## src/design/eabc_pkg.sv

```systemverilog
// Package for the ECG averaging biquad chain.
// Holds the fixed output range and the section coefficient table; no dependencies.
package eabc_pkg;

    localparam int unsigned OUT_WIDTH = 12;
    localparam int unsigned SAMPLE_WIDTH = 12;
    localparam int unsigned NUM_SAMPLES = 8;
    localparam int unsigned NUM_SECTIONS = 3;
    localparam int unsigned TAPS = 5;
    localparam int unsigned OFFSET = 2048;
    localparam int unsigned OUT_MAX = 4095;

    typedef logic [SAMPLE_WIDTH-1:0] t_sample;

    // Coefficients times 10000: b0, b1, b2, a1, a2 per section.
    function automatic int coef_dec(input logic [1:0] sec, input logic [2:0] tap);
        int r;
        r = 0;
        unique case (sec)
            2'd0: begin
                unique case (tap)
                    3'd0: r = 9651;
                    3'd1: r = -2347;
                    3'd2: r = 9651;
                    3'd3: r = -2347;
                    3'd4: r = 9302;
                    default: r = 0;
                endcase
            end
            2'd1: begin
                unique case (tap)
                    3'd0: r = 2066;
                    3'd1: r = 4131;
                    3'd2: r = 2066;
                    3'd3: r = -3695;
                    3'd4: r = 1958;
                    default: r = 0;
                endcase
            end
            2'd2: begin
                unique case (tap)
                    3'd0: r = 9922;
                    3'd1: r = -19844;
                    3'd2: r = 9922;
                    3'd3: r = -19844;
                    3'd4: r = 9845;
                    default: r = 0;
                endcase
            end
            default: r = 0;
        endcase
        return r;
    endfunction

endpackage

```

## src/design/eabc_if.sv

```systemverilog
// Valid/ready channel interfaces for the ECG chain.
// Depends on eabc_pkg for the sample type.
interface eabc_in_if;
    import eabc_pkg::*;
    logic    valid;
    logic    ready;
    logic    lead_plus_off;
    logic    lead_minus_off;
    t_sample sample_0, sample_1, sample_2, sample_3;
    t_sample sample_4, sample_5, sample_6, sample_7;
    modport source(output valid, lead_plus_off, lead_minus_off, sample_0, sample_1,
                   sample_2, sample_3, sample_4, sample_5, sample_6, sample_7,
                   input ready);
    modport sink(input valid, lead_plus_off, lead_minus_off, sample_0, sample_1,
                 sample_2, sample_3, sample_4, sample_5, sample_6, sample_7,
                 output ready);
endinterface

interface eabc_out_if;
    import eabc_pkg::*;
    logic                 valid;
    logic                 ready;
    logic [OUT_WIDTH-1:0] ecg_value;
    logic                 lead_fault;
    modport source(output valid, ecg_value, lead_fault, input ready);
    modport sink(input valid, ecg_value, lead_fault, output ready);
endinterface

```

## src/design/ecg_average_biquad_chain.sv

```systemverilog
// ECG averager and three-section biquad chain (notch, low-pass, high-pass).
// A leads-off item skips the arithmetic and goes straight to the output step. Other items pass
// through summing, serial division, loading the mean, 15 products computed one after another
// on one shift-and-add unit, and finish.
// One item at a time; a waiting result stalls only the final hand-over of the next item to
// the output register. Reset is synchronous, active low, and clears control and histories.
module ecg_average_biquad_chain #(
    parameter int SAMPLES_PER_TICK = 8,
    parameter int FRACTION_BITS = 16,
    parameter int HISTORY_WIDTH = 40
) (
    input  logic i_clk,
    input  logic i_rst_n,
    eabc_in_if.sink    i_in,
    eabc_out_if.source o_out
);
    import eabc_pkg::*;

    localparam int HW = HISTORY_WIDTH;
    localparam int CW = FRACTION_BITS + 3;        // coefficient: Q2.F plus sign
    localparam int PW = HW + CW;                  // full product width
    localparam int AW = HW + 4;                   // accumulator holds five terms
    localparam int TW = HW + 8;                   // offset and clamp stage
    localparam int SCW = $clog2(NUM_SAMPLES + 1);
    localparam int BCW = $clog2(HW + 1);
    localparam int SUMW = SAMPLE_WIDTH + 3;
    localparam int MEANW = SAMPLE_WIDTH;
    localparam int RW = 4;                        // divider partial remainder
    localparam logic signed [TW-1:0] TOP_OFF = TW'(OFFSET) << FRACTION_BITS;
    localparam logic signed [TW-1:0] TOP_MAX = TW'(OUT_MAX) << FRACTION_BITS;

    typedef enum logic [3:0] {
        S_IDLE, S_SUM, S_DIV, S_LOAD, S_MUL, S_ACC, S_NEXT, S_FIN, S_OUT
    } t_state;

    // Quantized coefficient, rounded to nearest with ties away from zero.
    function automatic logic signed [CW-1:0] quant(input logic [1:0] sec,
                                                   input logic [2:0] tap);
        longint d;
        longint m;
        longint q;
        d = longint'(coef_dec(sec, tap));
        m = (d < 0) ? -d : d;
        q = ((m <<< FRACTION_BITS) + 64'sd5000) / 64'sd10000;
        return (d < 0) ? CW'(-q) : CW'(q);
    endfunction

    function automatic logic signed [HW-1:0] sat(input logic signed [AW-1:0] v);
        logic signed [AW-1:0] hi;
        logic signed [AW-1:0] lo;
        hi = AW'({1'b0, {(HW-1){1'b1}}});
        lo = -hi - AW'(1);
        if (v > hi) return hi[HW-1:0];
        if (v < lo) return lo[HW-1:0];
        return v[HW-1:0];
    endfunction

    // Scales the mean to the history format and limits it to the positive range.
    function automatic logic signed [HW-1:0] sat_mean(input logic [MEANW-1:0] q);
        logic [MEANW+FRACTION_BITS-1:0] w;
        logic [MEANW+FRACTION_BITS-1:0] hi;
        w = {q, {FRACTION_BITS{1'b0}}};
        hi = (MEANW+FRACTION_BITS)'({(HW-1){1'b1}});
        if (w > hi) return {1'b0, {(HW-1){1'b1}}};
        return HW'(w);
    endfunction

    t_state r_state;
    logic signed [HW-1:0] r_hist [NUM_SECTIONS][4];
    t_sample r_smp [NUM_SAMPLES];
    logic [SCW-1:0] r_scnt;
    logic [SUMW-1:0] r_sum;
    logic [RW-2:0] r_rem;
    logic [1:0] r_sec;
    logic [2:0] r_tap;
    logic signed [HW-1:0] r_x;           // section input
    logic signed [HW-1:0] r_mcand;       // shifting multiplicand (serial operand)
    logic signed [PW-1:0] r_prod;
    logic signed [PW-1:0] r_addend;      // coefficient, shifted left each cycle
    logic [BCW-1:0] r_bcnt;
    logic signed [AW-1:0] r_acc;
    logic [OUT_WIDTH-1:0] r_rval;        // finished result, waiting for the output register
    logic r_roff;
    logic r_ovalid;
    logic [OUT_WIDTH-1:0] r_oval;
    logic r_ooff;

    logic signed [CW-1:0] w_coef_tab [NUM_SECTIONS][TAPS];
    logic signed [HW-1:0] w_oper;
    logic signed [CW-1:0] w_coef;
    logic signed [PW-1:0] w_rnd;
    logic signed [AW-1:0] w_term;
    logic signed [HW-1:0] w_ys;
    logic signed [TW-1:0] w_top;
    logic [SUMW-1:0] w_add;
    logic [RW-1:0] w_rsh;

    // The coefficient table is fixed at elaboration.
    for (genvar gs = 0; gs < NUM_SECTIONS; gs++) begin : g_sec
        for (genvar gt = 0; gt < TAPS; gt++) begin : g_tap
            localparam logic signed [CW-1:0] C_Q = quant(2'(gs), 3'(gt));
            assign w_coef_tab[gs][gt] = C_Q;
        end
    end

    assign i_in.ready = (r_state == S_IDLE);
    assign o_out.valid = r_ovalid;
    assign o_out.ecg_value = r_oval;
    assign o_out.lead_fault = r_ooff;

    always_comb begin
        unique case (r_tap)
            3'd0: w_oper = r_x;
            3'd1: w_oper = r_hist[r_sec][0];
            3'd2: w_oper = r_hist[r_sec][1];
            3'd3: w_oper = r_hist[r_sec][2];
            default: w_oper = r_hist[r_sec][3];
        endcase
        // The mean-loaded mark selects the first tap.
        w_coef = w_coef_tab[r_sec][(r_tap == 3'd7) ? 3'd0 : r_tap];
        // Product rounded to nearest, ties toward plus infinity.
        w_rnd = (r_prod + (PW'(1) <<< (FRACTION_BITS - 1))) >>> FRACTION_BITS;
        w_term = AW'(w_rnd);
        w_ys = sat(r_acc);
        w_top = TW'(r_x) + TOP_OFF;
        w_add = (r_scnt < SCW'(SAMPLES_PER_TICK)) ? SUMW'(r_smp[0]) : '0;
        w_rsh = {r_rem, r_sum[SUMW-1]};
    end

    always_ff @(posedge i_clk) begin
        if (!i_rst_n) begin
            r_state <= S_IDLE;
            r_ovalid <= 1'b0;
            for (int s = 0; s < NUM_SECTIONS; s++)
                for (int k = 0; k < 4; k++)
                    r_hist[s][k] <= '0;
        end else begin
            if (r_state == S_OUT && (!r_ovalid || o_out.ready)) r_ovalid <= 1'b1;
            else if (r_ovalid && o_out.ready) r_ovalid <= 1'b0;
            unique case (r_state)
                S_IDLE: begin
                    if (i_in.valid && i_in.ready) begin
                        if (i_in.lead_plus_off || i_in.lead_minus_off) begin
                            r_rval <= '0;
                            r_roff <= 1'b1;
                            r_state <= S_OUT;
                        end else begin
                            r_smp[0] <= i_in.sample_0; r_smp[1] <= i_in.sample_1;
                            r_smp[2] <= i_in.sample_2; r_smp[3] <= i_in.sample_3;
                            r_smp[4] <= i_in.sample_4; r_smp[5] <= i_in.sample_5;
                            r_smp[6] <= i_in.sample_6; r_smp[7] <= i_in.sample_7;
                            r_scnt <= '0;
                            r_sum <= '0;
                            r_state <= S_SUM;
                        end
                    end
                end
                S_SUM: begin
                    // Samples shift past one adder, one per cycle.
                    r_sum <= r_sum + w_add;
                    for (int k = 0; k < NUM_SAMPLES - 1; k++) r_smp[k] <= r_smp[k+1];
                    r_scnt <= r_scnt + SCW'(1);
                    if (r_scnt == SCW'(NUM_SAMPLES - 1)) begin
                        r_rem <= '0;
                        r_bcnt <= '0;
                        r_state <= S_DIV;
                    end
                end
                S_DIV: begin
                    // Restoring division, one quotient bit per cycle; the quotient
                    // shifts into the sum register from the bottom.
                    if (w_rsh >= RW'(SAMPLES_PER_TICK)) begin
                        r_rem <= (RW-1)'(w_rsh - RW'(SAMPLES_PER_TICK));
                        r_sum <= {r_sum[SUMW-2:0], 1'b1};
                    end else begin
                        r_rem <= (RW-1)'(w_rsh);
                        r_sum <= {r_sum[SUMW-2:0], 1'b0};
                    end
                    r_bcnt <= r_bcnt + BCW'(1);
                    if (r_bcnt == BCW'(SUMW - 1)) begin
                        r_state <= S_LOAD;
                        r_sec <= 2'd0;
                        r_tap <= 3'd0;
                        r_acc <= '0;
                    end
                end
                S_LOAD: begin
                    if (r_sec == 2'd0 && r_tap == 3'd0) begin
                        r_x <= sat_mean(r_sum[MEANW-1:0]);
                        r_state <= S_LOAD;
                        r_tap <= 3'd7;     // marks mean already loaded
                    end else begin
                        if (r_tap == 3'd7) r_tap <= 3'd0;
                        r_mcand <= (r_tap == 3'd7) ? r_x : w_oper;
                        r_addend <= PW'(w_coef);
                        r_prod <= '0;
                        r_bcnt <= '0;
                        r_state <= S_MUL;
                    end
                end
                S_MUL: begin
                    // One operand bit per cycle; the top bit carries negative weight.
                    if (r_bcnt == BCW'(HW - 1)) begin
                        if (r_mcand[0]) r_prod <= r_prod - r_addend;
                        r_state <= S_ACC;
                    end else if (r_mcand[0]) begin
                        r_prod <= r_prod + r_addend;
                    end
                    r_mcand <= r_mcand >>> 1;
                    r_addend <= r_addend <<< 1;
                    r_bcnt <= r_bcnt + BCW'(1);
                end
                S_ACC: begin
                    if (r_tap >= 3'd3) r_acc <= r_acc - w_term;
                    else r_acc <= r_acc + w_term;
                    r_state <= S_NEXT;
                end
                S_NEXT: begin
                    if (r_tap == 3'd4) begin
                        r_hist[r_sec][1] <= r_hist[r_sec][0];
                        r_hist[r_sec][0] <= r_x;
                        r_hist[r_sec][3] <= r_hist[r_sec][2];
                        r_hist[r_sec][2] <= w_ys;
                        r_x <= w_ys;
                        r_acc <= '0;
                        r_tap <= 3'd0;
                        if (r_sec == 2'(NUM_SECTIONS - 1)) begin
                            r_state <= S_FIN;
                        end else begin
                            r_sec <= r_sec + 2'd1;
                            r_state <= S_LOAD;
                        end
                    end else begin
                        r_tap <= r_tap + 3'd1;
                        r_state <= S_LOAD;
                    end
                end
                S_FIN: begin
                    // The last section output sits in r_x.
                    r_roff <= 1'b0;
                    if (w_top < 0) r_rval <= '0;
                    else if (w_top > TOP_MAX) r_rval <= OUT_WIDTH'(OUT_MAX);
                    else r_rval <= w_top[FRACTION_BITS +: OUT_WIDTH];
                    r_state <= S_OUT;
                end
                S_OUT: begin
                    if (!r_ovalid || o_out.ready) begin
                        r_oval <= r_rval;
                        r_ooff <= r_roff;
                        r_state <= S_IDLE;
                    end
                end
                default: r_state <= S_IDLE;
            endcase
        end
    end
endmodule

```

## src/flat_wrapper.sv

```systemverilog
// flat-port wrapper written by rule: the top's interface ports become plain ports
module ecg_average_biquad_chain_flat import eabc_pkg::*;
#(
    parameter int SAMPLES_PER_TICK = 8,
    parameter int FRACTION_BITS = 16,
    parameter int HISTORY_WIDTH = 40
)
  (i_clk, i_rst_n, i_in_valid, i_in_lead_plus_off, i_in_lead_minus_off, i_in_sample_0, i_in_sample_1, i_in_sample_2, i_in_sample_3, i_in_sample_4, i_in_sample_5, i_in_sample_6, i_in_sample_7, i_in_ready, o_out_valid, o_out_ecg_value, o_out_lead_fault, o_out_ready);
  eabc_in_if i_in_i ();
  eabc_out_if o_out_i ();
  input  logic i_clk;
  input  logic i_rst_n;
  input wire logic [$bits(i_in_i.valid)-1:0] i_in_valid;
  input wire logic [$bits(i_in_i.lead_plus_off)-1:0] i_in_lead_plus_off;
  input wire logic [$bits(i_in_i.lead_minus_off)-1:0] i_in_lead_minus_off;
  input wire logic [$bits(i_in_i.sample_0)-1:0] i_in_sample_0;
  input wire logic [$bits(i_in_i.sample_1)-1:0] i_in_sample_1;
  input wire logic [$bits(i_in_i.sample_2)-1:0] i_in_sample_2;
  input wire logic [$bits(i_in_i.sample_3)-1:0] i_in_sample_3;
  input wire logic [$bits(i_in_i.sample_4)-1:0] i_in_sample_4;
  input wire logic [$bits(i_in_i.sample_5)-1:0] i_in_sample_5;
  input wire logic [$bits(i_in_i.sample_6)-1:0] i_in_sample_6;
  input wire logic [$bits(i_in_i.sample_7)-1:0] i_in_sample_7;
  output wire logic [$bits(i_in_i.ready)-1:0] i_in_ready;
  output wire logic [$bits(o_out_i.valid)-1:0] o_out_valid;
  output wire logic [$bits(o_out_i.ecg_value)-1:0] o_out_ecg_value;
  output wire logic [$bits(o_out_i.lead_fault)-1:0] o_out_lead_fault;
  input wire logic [$bits(o_out_i.ready)-1:0] o_out_ready;
  assign i_in_i.valid = i_in_valid;
  assign i_in_i.lead_plus_off = i_in_lead_plus_off;
  assign i_in_i.lead_minus_off = i_in_lead_minus_off;
  assign i_in_i.sample_0 = i_in_sample_0;
  assign i_in_i.sample_1 = i_in_sample_1;
  assign i_in_i.sample_2 = i_in_sample_2;
  assign i_in_i.sample_3 = i_in_sample_3;
  assign i_in_i.sample_4 = i_in_sample_4;
  assign i_in_i.sample_5 = i_in_sample_5;
  assign i_in_i.sample_6 = i_in_sample_6;
  assign i_in_i.sample_7 = i_in_sample_7;
  assign i_in_ready = i_in_i.ready;
  assign o_out_valid = o_out_i.valid;
  assign o_out_ecg_value = o_out_i.ecg_value;
  assign o_out_lead_fault = o_out_i.lead_fault;
  assign o_out_i.ready = o_out_ready;
  ecg_average_biquad_chain #(.SAMPLES_PER_TICK(SAMPLES_PER_TICK), .FRACTION_BITS(FRACTION_BITS), .HISTORY_WIDTH(HISTORY_WIDTH)) u_core (.i_clk(i_clk), .i_rst_n(i_rst_n), .i_in(i_in_i), .o_out(o_out_i));
endmodule
```

## config.mk

```make
export PLATFORM = sky130hd
export DESIGN_NAME = ecg_average_biquad_chain_flat
export DESIGN_NICKNAME = d
export VERILOG_FILES = /design/src/design/eabc_pkg.sv /design/src/design/eabc_if.sv /design/src/design/ecg_average_biquad_chain.sv /design/src/flat_wrapper.sv
export SDC_FILE = /design/constraint.sdc
export NUM_CORES = 2
export LEC_CHECK = 0
export BUFFER_PORTS_ARGS = -buffer_cell sky130_fd_sc_hd__buf_2
export CAP_MARGIN = 20
export CORE_UTILIZATION = 25
export DETAILED_ROUTE_END_ITERATION = 8
export SLEW_MARGIN = 5
export SYNTH_ARGS = -nofsm -noshare
export SYNTH_HDL_FRONTEND = slang
export SYNTH_SLANG_ARGS = --single-unit
```

## constraint.sdc

```tcl
create_clock -name i_clk -period 11.5 [get_ports i_clk]
set_input_delay 1.15 -clock i_clk [delete_from_list [all_inputs] [get_ports i_clk]]
set_output_delay 1.15 -clock i_clk [all_outputs]
set_load 0.02 [all_outputs]
```

==> results.sh <==
export IMPL_outcome="completed"
export IMPL_critPathKind="flop to flop"
export IMPL_clk_latency_ns=0.74
export IMPL_max_vdd_ir_drop_uv=127
export IMPL_post_drt_via_cell_ratio=4.90
export IMPL_drc=0
export IMPL_antenna_found_initial=8
export IMPL_cts_resized=0
export IMPL_drv_cap=0
export IMPL_tns_ns=0
export IMPL_finClkSkew_ns=0.0653
export IMPL_max_slew_margin_rel=0.312
export IMPL_synthXorXnorAreaFrac=0.0400
export IMPL_drt_iter0_drc=3583
export IMPL_crit_arrival_ns=6.90
export IMPL_p_leak_nw=21.6
export IMPL_period_share=0.560
export IMPL_hold_violations=0
export IMPL_io_pins=117
export IMPL_cts_sinks=1044
export IMPL_cts_buffers=104
export IMPL_post_dp_hpwl_um=88300
export IMPL_synth_top_family_by_area="simple AND/OR/NAND/NOR gates"
export IMPL_layout_drive_gt1_share=0.140
export IMPL_worst_setup_path_start_kind="flop"
export IMPL_core_area_sq_um=213000
export IMPL_avgSynthCellArea_sq_um=12.4
export IMPL_rows=169
export IMPL_grt_pass1_vias=35100
export IMPL_rsz0062_at_grt="false"
export IMPL_cts_max_level=3
export IMPL_grt_overflow=0
export IMPL_drt_wl_total_um=143000
export IMPL_ys_seq_elements=1044
export IMPL_synth_compound_area_frac=0.0873
export IMPL_reg2regPathDepth=20
export IMPL_num_fill_cells=21500
export IMPL_power_density_nw_per_um2=135
export IMPL_ant_nets=0
export IMPL_syn_inst=4335
export IMPL_critPathMaxFanout=12
export IMPL_power_total_mw=8.24
export IMPL_grt_pass1_wl_um=216000
export IMPL_synthArstFlopShare=0
export IMPL_routedWlPerCell_um=19.7
export IMPL_worstSetupEndpointType="flop"
export IMPL_critPathRequiredTime_ns=11.96
export IMPL_synth_fa_ha_area_frac=0.0317
export IMPL_synth_edff_count=1037
export IMPL_grtUsageTotal=0.128
export IMPL_synth_simple_area_share=0.151
export IMPL_root_buffer="clkbuf_16"
export IMPL_r2r_slack_ns=5.06
export IMPL_seq_area_frac_synth=0.583
export IMPL_routabilityCongestion=0.848
export IMPL_final_nets=4600
export IMPL_cts_hold_buffers=0
export IMPL_holdPathStages=0
export IMPL_syn_area_sq_um=53600
export IMPL_slew_violations=0
export IMPL_start_util=0.252
export IMPL_die_y_um=465
export IMPL_area_growth_pct=13.5
export IMPL_synthFlopType="edfxtp_1"
export IMPL_cts_setup_buffers=0
export IMPL_worst_pin_slew_ns=1.03
export IMPL_die_w_um=465
export IMPL_final_core_util=0.286
export IMPL_vias=35700
export IMPL_final_min_clock_period_ns=6.44
export IMPL_grt_max_degree=90
export IMPL_clk_transition_reported_paths_ns=0.06
export IMPL_synth_warnings=0
export IMPL_fmax_mhz=155
export IMPL_synth_nets=4571
export IMPL_min_path_type="flop to flop"
export IMPL_dr_pass1_iters=7
export IMPL_die_area_sq_um=216000
export IMPL_setup_viol_count_final=0
export IMPL_clk_path_buf_depth=3
export IMPL_cts_tree="yes"
export IMPL_port_buffer_count=116
export IMPL_synth_cell_types=84
export IMPL_synth_mux_area_frac=0.0846
metrics by stage:
step	hold WS, ns	std cells	instance area, sq um	setup slack (ns)
3_3_place_gp	0.404	7078	57400	5.13
4_1_cts	0.420	7269	60800	5.10
6_report	0.418	7273	60800	5.06
3_5_place_dp	0.405	7078	57400	5.08
2_1_floorplan	0.400	4335	53600	0.840
5_1_grt	0.423	7271	60800	4.55
final timing paths:
check | startpoint | to
max | u_core.r_prod[18] | u_core.r_acc[41]
min | u_core.r_rval[4] | u_core.o_out.ecg_value[4]
min reg2reg | u_core.r_rval[4] | u_core.o_out.ecg_value[4]
max reg2reg | u_core.r_prod[18] | u_core.r_acc[41]
synth_stat cells, drive strengths merged (75+ instances only):
cell	instances	area (sq um)
mux2	75	845
xnor2	132	1160
a21oi	197	990
nand2	359	1350
mux4	160	3600
and3	156	976
o21ai	185	926
xor2	113	990
nor2	529	1990
ha	131	1640
edfxtp	1037	31100
and2	298	1860
clkbuf	218	818
cell usage in the layout, fill, tap and decap left out, drive strengths merged, types with 131 or more instances in the layout:
cell	synthesis	routed
a21oi	197	197
and3	156	156
nor2	529	529
xnor2	132	132
o21ai	185	185
edfxtp	1037	1037
mux4	160	160
nand2	359	359
ha	131	131
buf	33	174
and2	298	298
layer usage:
metal | wire, um | global-route usage
met1 | 62400 | 0.176
met2 | 67300 | 0.210
met3 | 10700 | 0.0226
met4 | 2860 | 0.0282
met5 | 10 | 0
sequential cells by signal (all words and copies together), names as in the netlist, 4 cells and up, named ones only:
register and cells:
u_core.r_x 40, u_core.r_prod 59, u_core.r_scnt 4, u_core.o_out.ecg_value 12
u_core.r_smp 96, u_core.r_acc 44, u_core.r_rval 12, u_core.r_hist 640
u_core.r_bcnt 6, u_core.r_mcand 40, u_core.r_state 4, u_core.r_sum 15
u_core.r_addend 59
cell families after synthesis:
family,Yosys count
buf+inv,311
simple gates,1638
fa+ha+maj,134
compound gates,719
xor+xnor,245
mux,244
flops,1044
cell type report:
| class | instances | area [sq um] | share of cell area |
|---|---|---|---|
| diodes | 3 | 7.51 | 0.000123 |
| clock buffers | 125 | 2720 | 0.0447 |
| clock inverters | 66 | 654 | 0.0108 |
| inverters | 60 | 228 | 0.00374 |
| multi-input cells | 2980 | 21400 | 0.351 |
| flip-flops and latches | 1044 | 31300 | 0.514 |
| well taps | 2821 | 3530 | 0.0580 |
| repair buffers | 174 | 1040 | 0.0171 |
report_power, final:
group / switching (mW) / total (mW) / internal [mW]
clock network: 1.54 / 3.44 / 1.90
registers: 0.0419 / 4.30 / 4.26
logic: 0.300 / 0.496 / 0.196
total: 1.88 / 8.24 / 6.35
critical path, cell delays in order, from the launching register on:
cell      delay, ns
edfxtp_1       0.64
nand3_4        0.21
or4_1          0.78
nor2_2         0.23
xnor2_1        0.18
o22a_1         0.32
nor4_2         0.38
a31oi_1        0.16
xnor2_1        0.19
ha_1           0.36
a21o_1         0.23
a21o_1         0.19
a221o_1        0.34
nand3_1        0.09
nand3b_1       0.11
o41ai_1        0.55
o21ai_1        0.25
a221oi_1       0.48
o21ai_0        0.19
xor2_1         0.17
nor2b_1        0.14
(Power assumes the default switching activity.)
